==> src/rtl/ackf_pkg.sv <==
package ackf_pkg;

  // input commands as they arrive on the port
  localparam logic [1:0] CMD_START = 2'd0;
  localparam logic [1:0] CMD_BYTE  = 2'd1;
  localparam logic [1:0] CMD_TICK  = 2'd2;

  // classified operations handed to the frame engine
  localparam logic [1:0] OP_START = 2'd0;
  localparam logic [1:0] OP_BYTE  = 2'd1;
  localparam logic [1:0] OP_TICK  = 2'd2;

  // status codes
  localparam logic [2:0] ST_OK         = 3'd0;
  localparam logic [2:0] ST_TIMEOUT    = 3'd1;
  localparam logic [2:0] ST_BAD_ACK    = 3'd2;
  localparam logic [2:0] ST_BAD_HEADER = 3'd3;
  localparam logic [2:0] ST_BAD_LCS    = 3'd4;
  localparam logic [2:0] ST_TOO_LONG   = 3'd5;
  localparam logic [2:0] ST_BAD_DCS    = 3'd6;
  localparam logic [2:0] ST_BAD_POST   = 3'd7;

  // configuration register indexes
  localparam logic [7:0] REG_TIMEOUT  = 8'd0;
  localparam logic [7:0] REG_CAPACITY = 8'd1;

  localparam logic [15:0] TIMEOUT_RESET  = 16'd100;
  localparam logic [7:0]  CAPACITY_RESET = 8'd32;

  localparam logic [2:0] ACK_LEN = 3'd6;
  localparam logic [2:0] HDR_LEN = 3'd5;
  localparam logic [7:0] MIN_LEN = 8'd2;

  typedef struct packed {
    logic [1:0] op;
    logic [7:0] data;
  } q_item_t;

  typedef struct packed {
    logic [15:0] timeout_ticks;
    logic [7:0]  payload_capacity;
  } cfg_t;

  typedef struct packed {
    logic       is_status;
    logic [7:0] payload_byte;
    logic [2:0] status;
    logic [7:0] frame_length;
  } res_t;

  // ack is 00 00 FF 00 FF 00
  function automatic logic [7:0] ack_byte(input logic [2:0] pos);
    ack_byte = (pos == 3'd2 || pos == 3'd4) ? 8'hFF : 8'h00;
  endfunction

  // header preamble is 00 00 FF
  function automatic logic [7:0] pre_byte(input logic [1:0] pos);
    pre_byte = (pos == 2'd2) ? 8'hFF : 8'h00;
  endfunction

endpackage

==> src/rtl/ackf_front.sv <==
module ackf_front
  import ackf_pkg::*;
(
  input  logic       in_valid,
  input  logic [1:0] cmd,
  input  logic [7:0] rx_byte,
  input  logic       q_full,
  output logic       in_stall,
  output logic       push,
  output q_item_t    item
);

  logic known;

  assign in_stall = q_full;

  // unused command code is accepted and dropped here
  always_comb begin
    known = 1'b1;
    item.data = rx_byte;
    case (cmd)
      CMD_START: item.op = OP_START;
      CMD_BYTE:  item.op = OP_BYTE;
      CMD_TICK:  item.op = OP_TICK;
      default: begin
        item.op = OP_TICK;
        known = 1'b0;
      end
    endcase
  end

  assign push = in_valid && !q_full && known;

endmodule

==> src/rtl/ackf_fifo.sv <==
module ackf_fifo
  import ackf_pkg::*;
#(
  parameter int DEPTH = 2
) (
  input  logic    clk,
  input  logic    rst,
  input  logic    push,
  input  q_item_t wr_item,
  input  logic    pop,
  output logic    full,
  output logic    not_empty,
  output q_item_t rd_item
);

  localparam int AW = (DEPTH > 1) ? $clog2(DEPTH) : 1;
  localparam int CW = $clog2(DEPTH + 1);
  localparam logic [AW-1:0] LAST = AW'(DEPTH - 1);
  localparam logic [CW-1:0] FULL_COUNT = CW'(DEPTH);

  q_item_t       mem [DEPTH];
  logic [AW-1:0] wr_ptr;
  logic [AW-1:0] rd_ptr;
  logic [CW-1:0] count;

  assign full      = (count == FULL_COUNT);
  assign not_empty = (count != '0);
  assign rd_item   = mem[rd_ptr];

  always_ff @(posedge clk) begin
    if (push) begin
      mem[wr_ptr] <= wr_item;
    end
  end

  always_ff @(posedge clk) begin
    if (rst) begin
      wr_ptr <= '0;
      rd_ptr <= '0;
      count  <= '0;
    end else begin
      if (push) begin
        wr_ptr <= (wr_ptr == LAST) ? '0 : wr_ptr + 1'b1;
      end
      if (pop) begin
        rd_ptr <= (rd_ptr == LAST) ? '0 : rd_ptr + 1'b1;
      end
      if (push && !pop) begin
        count <= count + 1'b1;
      end else if (pop && !push) begin
        count <= count - 1'b1;
      end
    end
  end

endmodule

==> src/rtl/ackf_back.sv <==
module ackf_back
  import ackf_pkg::*;
(
  input  logic    clk,
  input  logic    rst,
  input  cfg_t    cfg,
  input  logic    q_valid,
  input  q_item_t q_item,
  output logic    pop,
  input  logic    out_stall,
  output logic    out_valid,
  output res_t    res
);

  localparam logic [2:0] PH_IDLE    = 3'd0;
  localparam logic [2:0] PH_ACK     = 3'd1;
  localparam logic [2:0] PH_HEADER  = 3'd2;
  localparam logic [2:0] PH_PAYLOAD = 3'd3;
  localparam logic [2:0] PH_DCS     = 3'd4;
  localparam logic [2:0] PH_POST    = 3'd5;

  logic [2:0]  phase, phase_next;
  logic [7:0]  byte_position, byte_position_next;
  logic [7:0]  expected_length, expected_length_next;
  logic [7:0]  running_sum, running_sum_next;
  logic [7:0]  held_checksum, held_checksum_next;
  logic        pattern_mismatch, pattern_mismatch_next;
  logic [15:0] ticks_left, ticks_left_next;

  logic        hit;
  res_t        res_next;
  logic [7:0]  b;
  logic [7:0]  pos_inc;
  logic        mis_ack;
  logic        mis_pre;

  // take a word when the output slot is empty or draining this cycle
  assign pop = q_valid && (!out_valid || !out_stall);

  assign b       = q_item.data;
  assign pos_inc = byte_position + 8'd1;
  assign mis_ack = pattern_mismatch || (b != ack_byte(byte_position[2:0]));
  assign mis_pre = pattern_mismatch || (b != pre_byte(byte_position[1:0]));

  always_comb begin
    phase_next            = phase;
    byte_position_next    = byte_position;
    expected_length_next  = expected_length;
    running_sum_next      = running_sum;
    held_checksum_next    = held_checksum;
    pattern_mismatch_next = pattern_mismatch;
    ticks_left_next       = ticks_left;
    hit                   = 1'b0;
    res_next              = '0;

    case (q_item.op)
      OP_START: begin
        phase_next            = PH_ACK;
        byte_position_next    = '0;
        expected_length_next  = '0;
        running_sum_next      = '0;
        held_checksum_next    = '0;
        pattern_mismatch_next = 1'b0;
        ticks_left_next       = cfg.timeout_ticks;
      end
      OP_TICK: begin
        if (phase != PH_IDLE) begin
          if (ticks_left <= 16'd1) begin
            ticks_left_next    = '0;
            phase_next         = PH_IDLE;
            hit                = 1'b1;
            res_next.is_status = 1'b1;
            res_next.status    = ST_TIMEOUT;
          end else begin
            ticks_left_next = ticks_left - 16'd1;
          end
        end
      end
      OP_BYTE: begin
        case (phase)
          PH_ACK: begin
            pattern_mismatch_next = mis_ack;
            byte_position_next    = pos_inc;
            if (pos_inc >= {5'd0, ACK_LEN}) begin
              if (mis_ack) begin
                phase_next         = PH_IDLE;
                hit                = 1'b1;
                res_next.is_status = 1'b1;
                res_next.status    = ST_BAD_ACK;
              end else begin
                phase_next            = PH_HEADER;
                byte_position_next    = '0;
                pattern_mismatch_next = 1'b0;
              end
            end
          end
          PH_HEADER: begin
            byte_position_next = pos_inc;
            if (byte_position < 8'd3) begin
              pattern_mismatch_next = mis_pre;
            end else if (byte_position == 8'd3) begin
              expected_length_next = b;
            end else begin
              held_checksum_next = b;
            end
            // LCS is the last header byte, judged with it in hand
            if (pos_inc >= {5'd0, HDR_LEN}) begin
              if (pattern_mismatch) begin
                phase_next         = PH_IDLE;
                hit                = 1'b1;
                res_next.is_status = 1'b1;
                res_next.status    = ST_BAD_HEADER;
              end else if ((expected_length + b) != 8'd0 || expected_length < MIN_LEN) begin
                phase_next         = PH_IDLE;
                hit                = 1'b1;
                res_next.is_status = 1'b1;
                res_next.status    = ST_BAD_LCS;
              end else if (expected_length > cfg.payload_capacity) begin
                phase_next         = PH_IDLE;
                hit                = 1'b1;
                res_next.is_status = 1'b1;
                res_next.status    = ST_TOO_LONG;
              end else begin
                phase_next         = PH_PAYLOAD;
                byte_position_next = '0;
                running_sum_next   = '0;
              end
            end
          end
          PH_PAYLOAD: begin
            running_sum_next      = running_sum + b;
            byte_position_next    = pos_inc;
            if (pos_inc >= expected_length) begin
              phase_next = PH_DCS;
            end
            hit                   = 1'b1;
            res_next.payload_byte = b;
          end
          PH_DCS: begin
            held_checksum_next = b;
            phase_next         = PH_POST;
          end
          PH_POST: begin
            phase_next         = PH_IDLE;
            hit                = 1'b1;
            res_next.is_status = 1'b1;
            if ((running_sum + held_checksum) != 8'd0) begin
              res_next.status = ST_BAD_DCS;
            end else if (b != 8'd0) begin
              res_next.status = ST_BAD_POST;
            end else begin
              res_next.status       = ST_OK;
              res_next.frame_length = expected_length;
            end
          end
          default: begin
          end
        endcase
      end
      default: begin
      end
    endcase
  end

  always_ff @(posedge clk) begin
    if (rst) begin
      phase            <= PH_IDLE;
      byte_position    <= '0;
      expected_length  <= '0;
      running_sum      <= '0;
      held_checksum    <= '0;
      pattern_mismatch <= 1'b0;
      ticks_left       <= '0;
    end else if (pop) begin
      phase            <= phase_next;
      byte_position    <= byte_position_next;
      expected_length  <= expected_length_next;
      running_sum      <= running_sum_next;
      held_checksum    <= held_checksum_next;
      pattern_mismatch <= pattern_mismatch_next;
      ticks_left       <= ticks_left_next;
    end
  end

  always_ff @(posedge clk) begin
    if (rst) begin
      out_valid <= 1'b0;
    end else if (!out_valid || !out_stall) begin
      out_valid <= pop && hit;
    end
  end

  always_ff @(posedge clk) begin
    if (pop && hit) begin
      res <= res_next;
    end
  end

endmodule

==> src/rtl/ack_and_checksummed_frame_receiver.sv <==
// Reply deframer for one command exchange with an NFC controller. A start
// word opens an exchange; byte words must then bring the ack 00 00 FF 00 FF 00,
// the header 00 00 FF LEN LCS, LEN payload bytes, the data checksum and a zero
// postamble, and tick words count down timeout_ticks. Each payload byte comes
// out as its own word, and one status word (ok with frame_length, timeout or
// the first error) closes the exchange; bytes and ticks outside an exchange,
// and command code 3, are dropped. The block takes one input word per clock
// while in_stall is low. An accepted word is written into the input queue
// (QDEPTH words); the frame engine judges it as it leaves, and its result is
// registered in the output register. in_stall rises only when the queue is
// full, which for QDEPTH above 1 happens when out_stall holds the output
// register and the queue behind it has filled. Configuration writes are always
// ready and must be made while no exchange is in flight; indexes other than
// 0 (timeout_ticks) and 1 (payload_capacity) are ignored.
module ack_and_checksummed_frame_receiver
  import ackf_pkg::*;
#(
  parameter int QDEPTH = 2
) (
  input  logic        clk,
  input  logic        rst,
  input  logic        in_valid,
  output logic        in_stall,
  input  logic [1:0]  cmd,
  input  logic [7:0]  rx_byte,
  output logic        out_valid,
  input  logic        out_stall,
  output logic        is_status,
  output logic [7:0]  payload_byte,
  output logic [2:0]  status,
  output logic [7:0]  frame_length,
  input  logic        cfg_valid,
  output logic        cfg_ready,
  input  logic [7:0]  cfg_index,
  input  logic [15:0] cfg_data
);

  cfg_t    cfg;
  q_item_t front_item;
  q_item_t q_item;
  logic    push;
  logic    pop;
  logic    q_full;
  logic    q_valid;
  res_t    res;

  assign cfg_ready = 1'b1;

  always_ff @(posedge clk) begin
    if (rst) begin
      cfg.timeout_ticks    <= TIMEOUT_RESET;
      cfg.payload_capacity <= CAPACITY_RESET;
    end else if (cfg_valid && cfg_ready) begin
      if (cfg_index == REG_TIMEOUT) begin
        cfg.timeout_ticks <= cfg_data;
      end else if (cfg_index == REG_CAPACITY) begin
        cfg.payload_capacity <= cfg_data[7:0];
      end
    end
  end

  ackf_front u_front (
    .in_valid (in_valid),
    .cmd      (cmd),
    .rx_byte  (rx_byte),
    .q_full   (q_full),
    .in_stall (in_stall),
    .push     (push),
    .item     (front_item)
  );

  ackf_fifo #(
    .DEPTH (QDEPTH)
  ) u_fifo (
    .clk       (clk),
    .rst       (rst),
    .push      (push),
    .wr_item   (front_item),
    .pop       (pop),
    .full      (q_full),
    .not_empty (q_valid),
    .rd_item   (q_item)
  );

  ackf_back u_back (
    .clk       (clk),
    .rst       (rst),
    .cfg       (cfg),
    .q_valid   (q_valid),
    .q_item    (q_item),
    .pop       (pop),
    .out_stall (out_stall),
    .out_valid (out_valid),
    .res       (res)
  );

  assign is_status    = res.is_status;
  assign payload_byte = res.payload_byte;
  assign status       = res.status;
  assign frame_length = res.frame_length;

  // engine never takes a word from an empty queue
  a_pop_needs_word: assert property (@(posedge clk) disable iff (rst)
    pop |-> q_valid)
    else $error("engine popped an empty queue");

  // frame length only travels with an ok status word
  a_len_only_ok: assert property (@(posedge clk) disable iff (rst)
    (out_valid && frame_length != 8'd0) |-> (is_status && status == ST_OK))
    else $error("frame length outside ok status");

  // a payload word carries no status code
  a_payload_clean: assert property (@(posedge clk) disable iff (rst)
    (out_valid && !is_status) |-> (status == ST_OK && frame_length == 8'd0))
    else $error("payload word carries status bits");

  // a held output word blocks the engine
  a_no_pop_when_held: assert property (@(posedge clk) disable iff (rst)
    (out_valid && out_stall) |-> !pop)
    else $error("engine advanced while output held");

endmodule
==> config.mk <==
export PLATFORM = sky130hd
export DESIGN_NAME = ack_and_checksummed_frame_receiver
export DESIGN_NICKNAME = d
export VERILOG_FILES = /design/src/rtl/ackf_pkg.sv /design/src/rtl/ackf_front.sv /design/src/rtl/ackf_fifo.sv /design/src/rtl/ackf_back.sv /design/src/rtl/ack_and_checksummed_frame_receiver.sv
export SDC_FILE = /design/constraint.sdc
export NUM_CORES = 1
export LEC_CHECK = 0
export BUFFER_PORTS_ARGS = -buffer_cell sky130_fd_sc_hd__buf_4
export CAP_MARGIN = 30
export CORE_MARGIN = 2
export CORE_UTILIZATION = 25
export DETAILED_ROUTE_END_ITERATION = 7
export GPL_TIMING_DRIVEN = 0
export PLACE_DENSITY = 0.43
export SETUP_SLACK_MARGIN = 0.2
export SYNTH_ARGS = -nofsm -noshare
export SYNTH_HDL_FRONTEND = slang
export SYNTH_SLANG_ARGS = --single-unit
export TNS_END_PERCENT = 50
==> constraint.sdc <==
create_clock -name clk -period 9.45 [get_ports clk]
set_clock_uncertainty 0.1 [all_clocks]
set_input_delay 2.3625 -clock clk [delete_from_list [all_inputs] [get_ports clk]]
set_output_delay 2.3625 -clock clk [all_outputs]
set_load 0.01 [all_outputs]
Word level (Yosys, flattened, before mapping) --
Memory sizes are Yosys's and may differ from the RTL's. A register that Yosys moved wholly into a read port is not among the register bits. Cells that the tools add are included.
Word-level totals: bits in registers 101, RAM bits 20, bits of input ports 39, output and inout bits 23, memories kept 1
Memory list:
- u_fifo.mem | depth 2, width 10, read ports 1, clocked after memory_dff 1, write ports 1, RTL line ackf_fifo.sv:21 | q_item_t mem [DEPTH];
Operators by class: add/sub/neg operators 9, magnitude comparators 7, equality and inequality tests 36, muxes and demuxes 76, bitwise operators 3, reductions and logical operators 41
Operators with widths (number):
- two-way mux 8 bit | 17
- case mux 8 bit (2 select lines) | 6
- two-way mux 3 bit | 15
- two-way mux 16 bit | 2
- case mux 16 bit (2 select lines) | 1
- adder 8 bit | 3
- inequality test 3 bit, second input constant | 8
- case mux 8 bit (3 select lines) | 1
- nonzero test 8 bit | 3
- two-way mux 1 bit | 18
- case mux 3 bit (3 select lines) | 2
- >= comparator 8 x 3 -> 1 bit, second input constant | 2
- less-or-equal comparator 16 x 1 -> 1 bit, second input constant | 1
- < comparator 8 x 2 -> 1 bit, second input constant | 2
- inequality test 8 bit | 2
- subtractor 16 x 1 -> 16 bit, second input constant | 1
- case mux 3 bit (5 select lines) | 1
- inequality test 3 x 2 -> 1 bit, second input constant | 4
- two-way mux 2 bit | 5
- AND reduction 5 bit | 2
- equality test 3 x 2 -> 1 bit, second input constant | 3
- equality test 3 bit, second input constant | 3
- AND reduction 3 bit | 3
- adder 8 x 1 -> 8 bit, second input constant | 1
- 33 further kinds | 66

Logic depth before layout (Yosys ltp) --
depth in word-level cells 10, gate-level depth with buffers 14

Modules after synthesis --
A second synthesis with hierarchy kept.
Unflattened totals: cells, all modules 807, area, all modules 7469.7 um^2
By module, submodules not included:
- ackf_back | instances 1, cells an instance 634, area each 5416.4 um^2
- ack_and_checksummed_frame_receiver | instances 1, cells an instance 107, area each 1031.0 um^2
- ackf_fifo | instances 1, cells an instance 53, area each 928.4 um^2
- ackf_front | instances 1, cells an instance 13, area each 93.8 um^2

Worst setup path before layout --
Ideal clock, no wire load.
kind reg-to-reg, from register (tool-made name), to register, netlist name u_back.res[0], data arrival time 3.891 ns, setup slack 5.055 ns, cell stages (with the launch flop) 13, cells stage by stage dfxtp_1 > clkbuf_1 > mux2_2 > ha_1 > fa_1 > a211oi_1 > o21bai_1 > a21oi_1 > xor2_1 > nand3b_1 > nand2_1 > a31o_2 > a21oi_1

==> flow_summary.toml <==
[outcome]
run_status = "finished clean"

[sta]
fin_crit_sh_pct = 48.3
slew_viol_final = 0
fmax_mhz = 219
min_period_ns = 4.56
finalSetupViolCount = 0
worst_pin_slew_ns = 0.922
final_hold_viol_count = 0
final.setup.tns_ns = 0
max_slew_margin_pct = 38.5
rsz0062_at_grt = "no"

[synthesis]
synth_nets = 901
avgSynthCellArea_sq_um = 8.88
ys_ff_latch = 122
synth.largest_area_cell = "dfxtp_1"
yosysSeqAreaShare_pct = 39.5
synthArstFlopShare_pct = 0
synth_edf_count = 40
synthDominantCellAreaShare_pct = 22.8
synth_area_sq_mm = 0.00720
synthFlopType = "dfxtp_1"
synth.area.top_cells = "dfxtp_1 (23%), edfxtp_1 (17%), ha_1 (8.5%), nor2_1 (5.6%), mux2i_1 (5.4%)"
yosysWarnings = 0
synth.distinct_cells = 69
syn_inst = 810

[die]
dieHeight_um = 174
die_width_um = 174
die_area_sq_mm = 0.0302
initial_core_util_pct = 25.2
pin_count = 62
num_rows = 62
core_region_area_sq_mm = 0.0285

[cts]
cts_tree = "done"
cts-root-buf = "clkbuf_16"
clock-sinks = 122
clk_latency_ns = 0.43
post_cts_buffers = 0
postCtsHoldBufs = 0
htreeDepth = 4
cts_resized = 0
numCtsBuffers = 17
clk_pin_slew_ns = 0.06
clk_path_buf_depth = 2

[setup_path]
cpPeakStageDelay_ns = 0.46
cpLargestDelayFamily = "compound AO/OA/AOI/OAI gates"
crit_type = "flop to flop"
crit_required_ns = 9.53
cp_slowest_cell = "mux2_2"
crit_buf_inv = 2
worstPathArrival_ns = 4.64
cp_cell_sequence = "clkbuf_1 > mux2_2 > ha_1 > fa_1 > xor2_1 > a2111oi_0 > o21ai_0 > nor4_1 > nand3b_1 > nand2_1 > a31o_2 > a21oi_2 > buf_8"
path_max_fanout = 15
worstSetupStartpointType = "flop"
critical_path.endpoint_type = "flop"

[power_and_ir_drop]
power_density_mw_per_mm2 = 220
leakagePower_nw = 3.44
power_mw = 1.92
vdd_drop_max_v = 0.000102

[finish]
fill_cells = 3103
synthToLayoutAreaGrowth_pct = 21.7
drive_above_1_share_pct = 12.7
nNetsFinal = 982
fin_area_sq_mm = 0.00876
multi_input_area_sq_mm = 0.00406
seq_area_sq_mm = 0.00284

[detailed_routing]
drtIter0Drc = 250
ant_nets = 0
dr.pass1.iters = 5
via_per_inst = 4.70
wl_per_cell_um = 16.4
route.detailed.drc = 0
via_count = 6063
wirelength_mm = 21.1

[global_routing]
overflow = 0
grt_usage_pct = 14.5
gr-usage-met1_pct = 19.2
first_global_vias = 6057
grt_antenna_before_repair = 1
met2_usage_pct = 23.5
grt_max_degree = 17
met3_usage_pct = 2.83
grt_pass1_wl_mm = 34.0
grt-busiest-layer = "met2"

[place]
io_buffers = 60
dpl.hpwl_mm = 16.3
gp_congestion = 0.900
postPlaceCellArea_sq_mm = 0.00815

[run]
max_cap_viol_count = 0

[hold_path]
hold_path_class = "flop to flop"
==> cells by family (layout without fill, tap and decap cells) <==
family	Yosys count	in the layout	share of synthesized area, %
mux	45	45	6.40
flops	122	122	39.5
fa+ha+maj	52	52	9.35
other cells	1	2	0.0521
xor+xnor	27	27	3.29
buf+inv	79	173	4.19
simple gates	309	309	21.1
compound gates	175	175	16.1
==> cell type report <==
| type | count | share of cell area (%) |
|---|---|---|
| flip-flops and latches | 122 | 32.5 |
| repair buffers | 62 | 5.40 |
| clock inverters | 12 | 1.40 |
| inverters | 47 | 2.01 |
| diodes | 1 | 0.0286 |
| plain buffers | 32 | 1.43 |
| multi-input cells | 609 | 46.3 |
| well taps | 384 | 5.49 |
| clock buffers | 20 | 5.49 |
==> registers in the layout, indices dropped and copies added (netlist names), named ones only <==
| name | cells |
|---|---|
| u_fifo.mem | 20 |
| u_fifo.count | 2 |
| u_back.ticks_left | 16 |
| u_back.running_sum | 8 |
| u_fifo.wr_ptr | 1 |
| u_fifo.rd_ptr | 1 |
| u_back.held_checksum | 8 |
| cfg | 24 |
| u_back.phase | 3 |
| u_back.res | 20 |
| u_back.pattern_mismatch | 1 |
| u_back.byte_position | 8 |
| u_back.out_valid | 1 |
| u_back.expected_length | 8 |
==> path summary, 6_finish.rpt <==
check             startpoint              to  slack (ns)  cells after the start
setup / recovery        flop  u_back.res[18]        4.89                     13
hold / removal        cfg[5]          cfg[5]        0.37                      1
setup reg to reg        flop  u_back.res[18]        4.89                     13
hold reg to reg       cfg[5]          cfg[5]        0.37                      1
==> Yosys cell counts (13+ instances only) <==
cell type	n
clkbuf_1	27
mux2i_1	39
nand4_1	17
and2_1	18
nor2_1	107
edfxtp_1	40
o21ai_0	34
a21oi_1	46
a21o_1	13
nand2_1	55
inv_1	47
nor3_1	22
nor2b_1	16
xnor2_1	15
nand3_1	20
ha_1	49
dfxtp_1	82
==> report_power, final <==
group / switching, mW / total [mW] / internal (mW)
Clock: 0.271 / 0.673 / 0.402
Sequential: 0.0440 / 0.629 / 0.585
Combinational: 0.393 / 0.622 / 0.229
==> placed cells by master (no fill, tap or decap), types with 4 or more instances in the layout <==
cell         n
o21a_1       5
nand4_1     17
mux2_2       5
buf_4       62
nand2_1     55
a21o_1      13
o211ai_1     5
or4_1        5
a22oi_1      9
edfxtp_1    40
nor2b_1     16
nor2_1     107
clkbuf_16   19
inv_6        6
nand2b_1    12
mux2i_1     39
or3_1        6
a211oi_1     5
nor4_1       8
o221ai_1     7
xor2_1      12
or4b_1       4
inv_1       47
dfxtp_1     82
a31oi_1      5
a21oi_1     45
nand3_1     20
o32ai_1      4
nor3_1      22
ha_1        49
o21ai_0     34
o22ai_1      7
clkbuf_1    27
xnor2_1     15
a211o_1      6
or2_2        5
and2_1      18
==> worst register-to-register path, cell delays in order (launching register included) <==
cell and delay [ns]:
dfxtp_1 0.45, clkbuf_1 0.44, mux2_2 0.46, ha_1 0.27, fa_1 0.42, xor2_1 0.18
a2111oi_0 0.39, o21ai_0 0.22, nor4_1 0.33, nand3b_1 0.32, nand2_1 0.18, a31o_2 0.20
a21oi_2 0.16, buf_8 0.21
==> through the flow <==
step / util, % / cells / worst slack (ns) / hold slack, ns
detailed placement: 28.6 / 1256 / 4.61 / 0.358
CTS: 30.7 / 1288 / 4.92 / 0.370
finish: 30.7 / 1289 / 4.89 / 0.368
floorplan: - / 810 / 5.06 / 0.335
global route: 30.7 / 1288 / 4.54 / 0.406
global placement: 28.5 / 1254 / 3.68 / 0.347
==> layer usage <==
layer,wire length (um),vias up
li1,-,3090
met1,10000,2821
met4,427,0
met5,0,-
met3,869,22
met2,9790,130
Power figures use the tool's default switching activity.
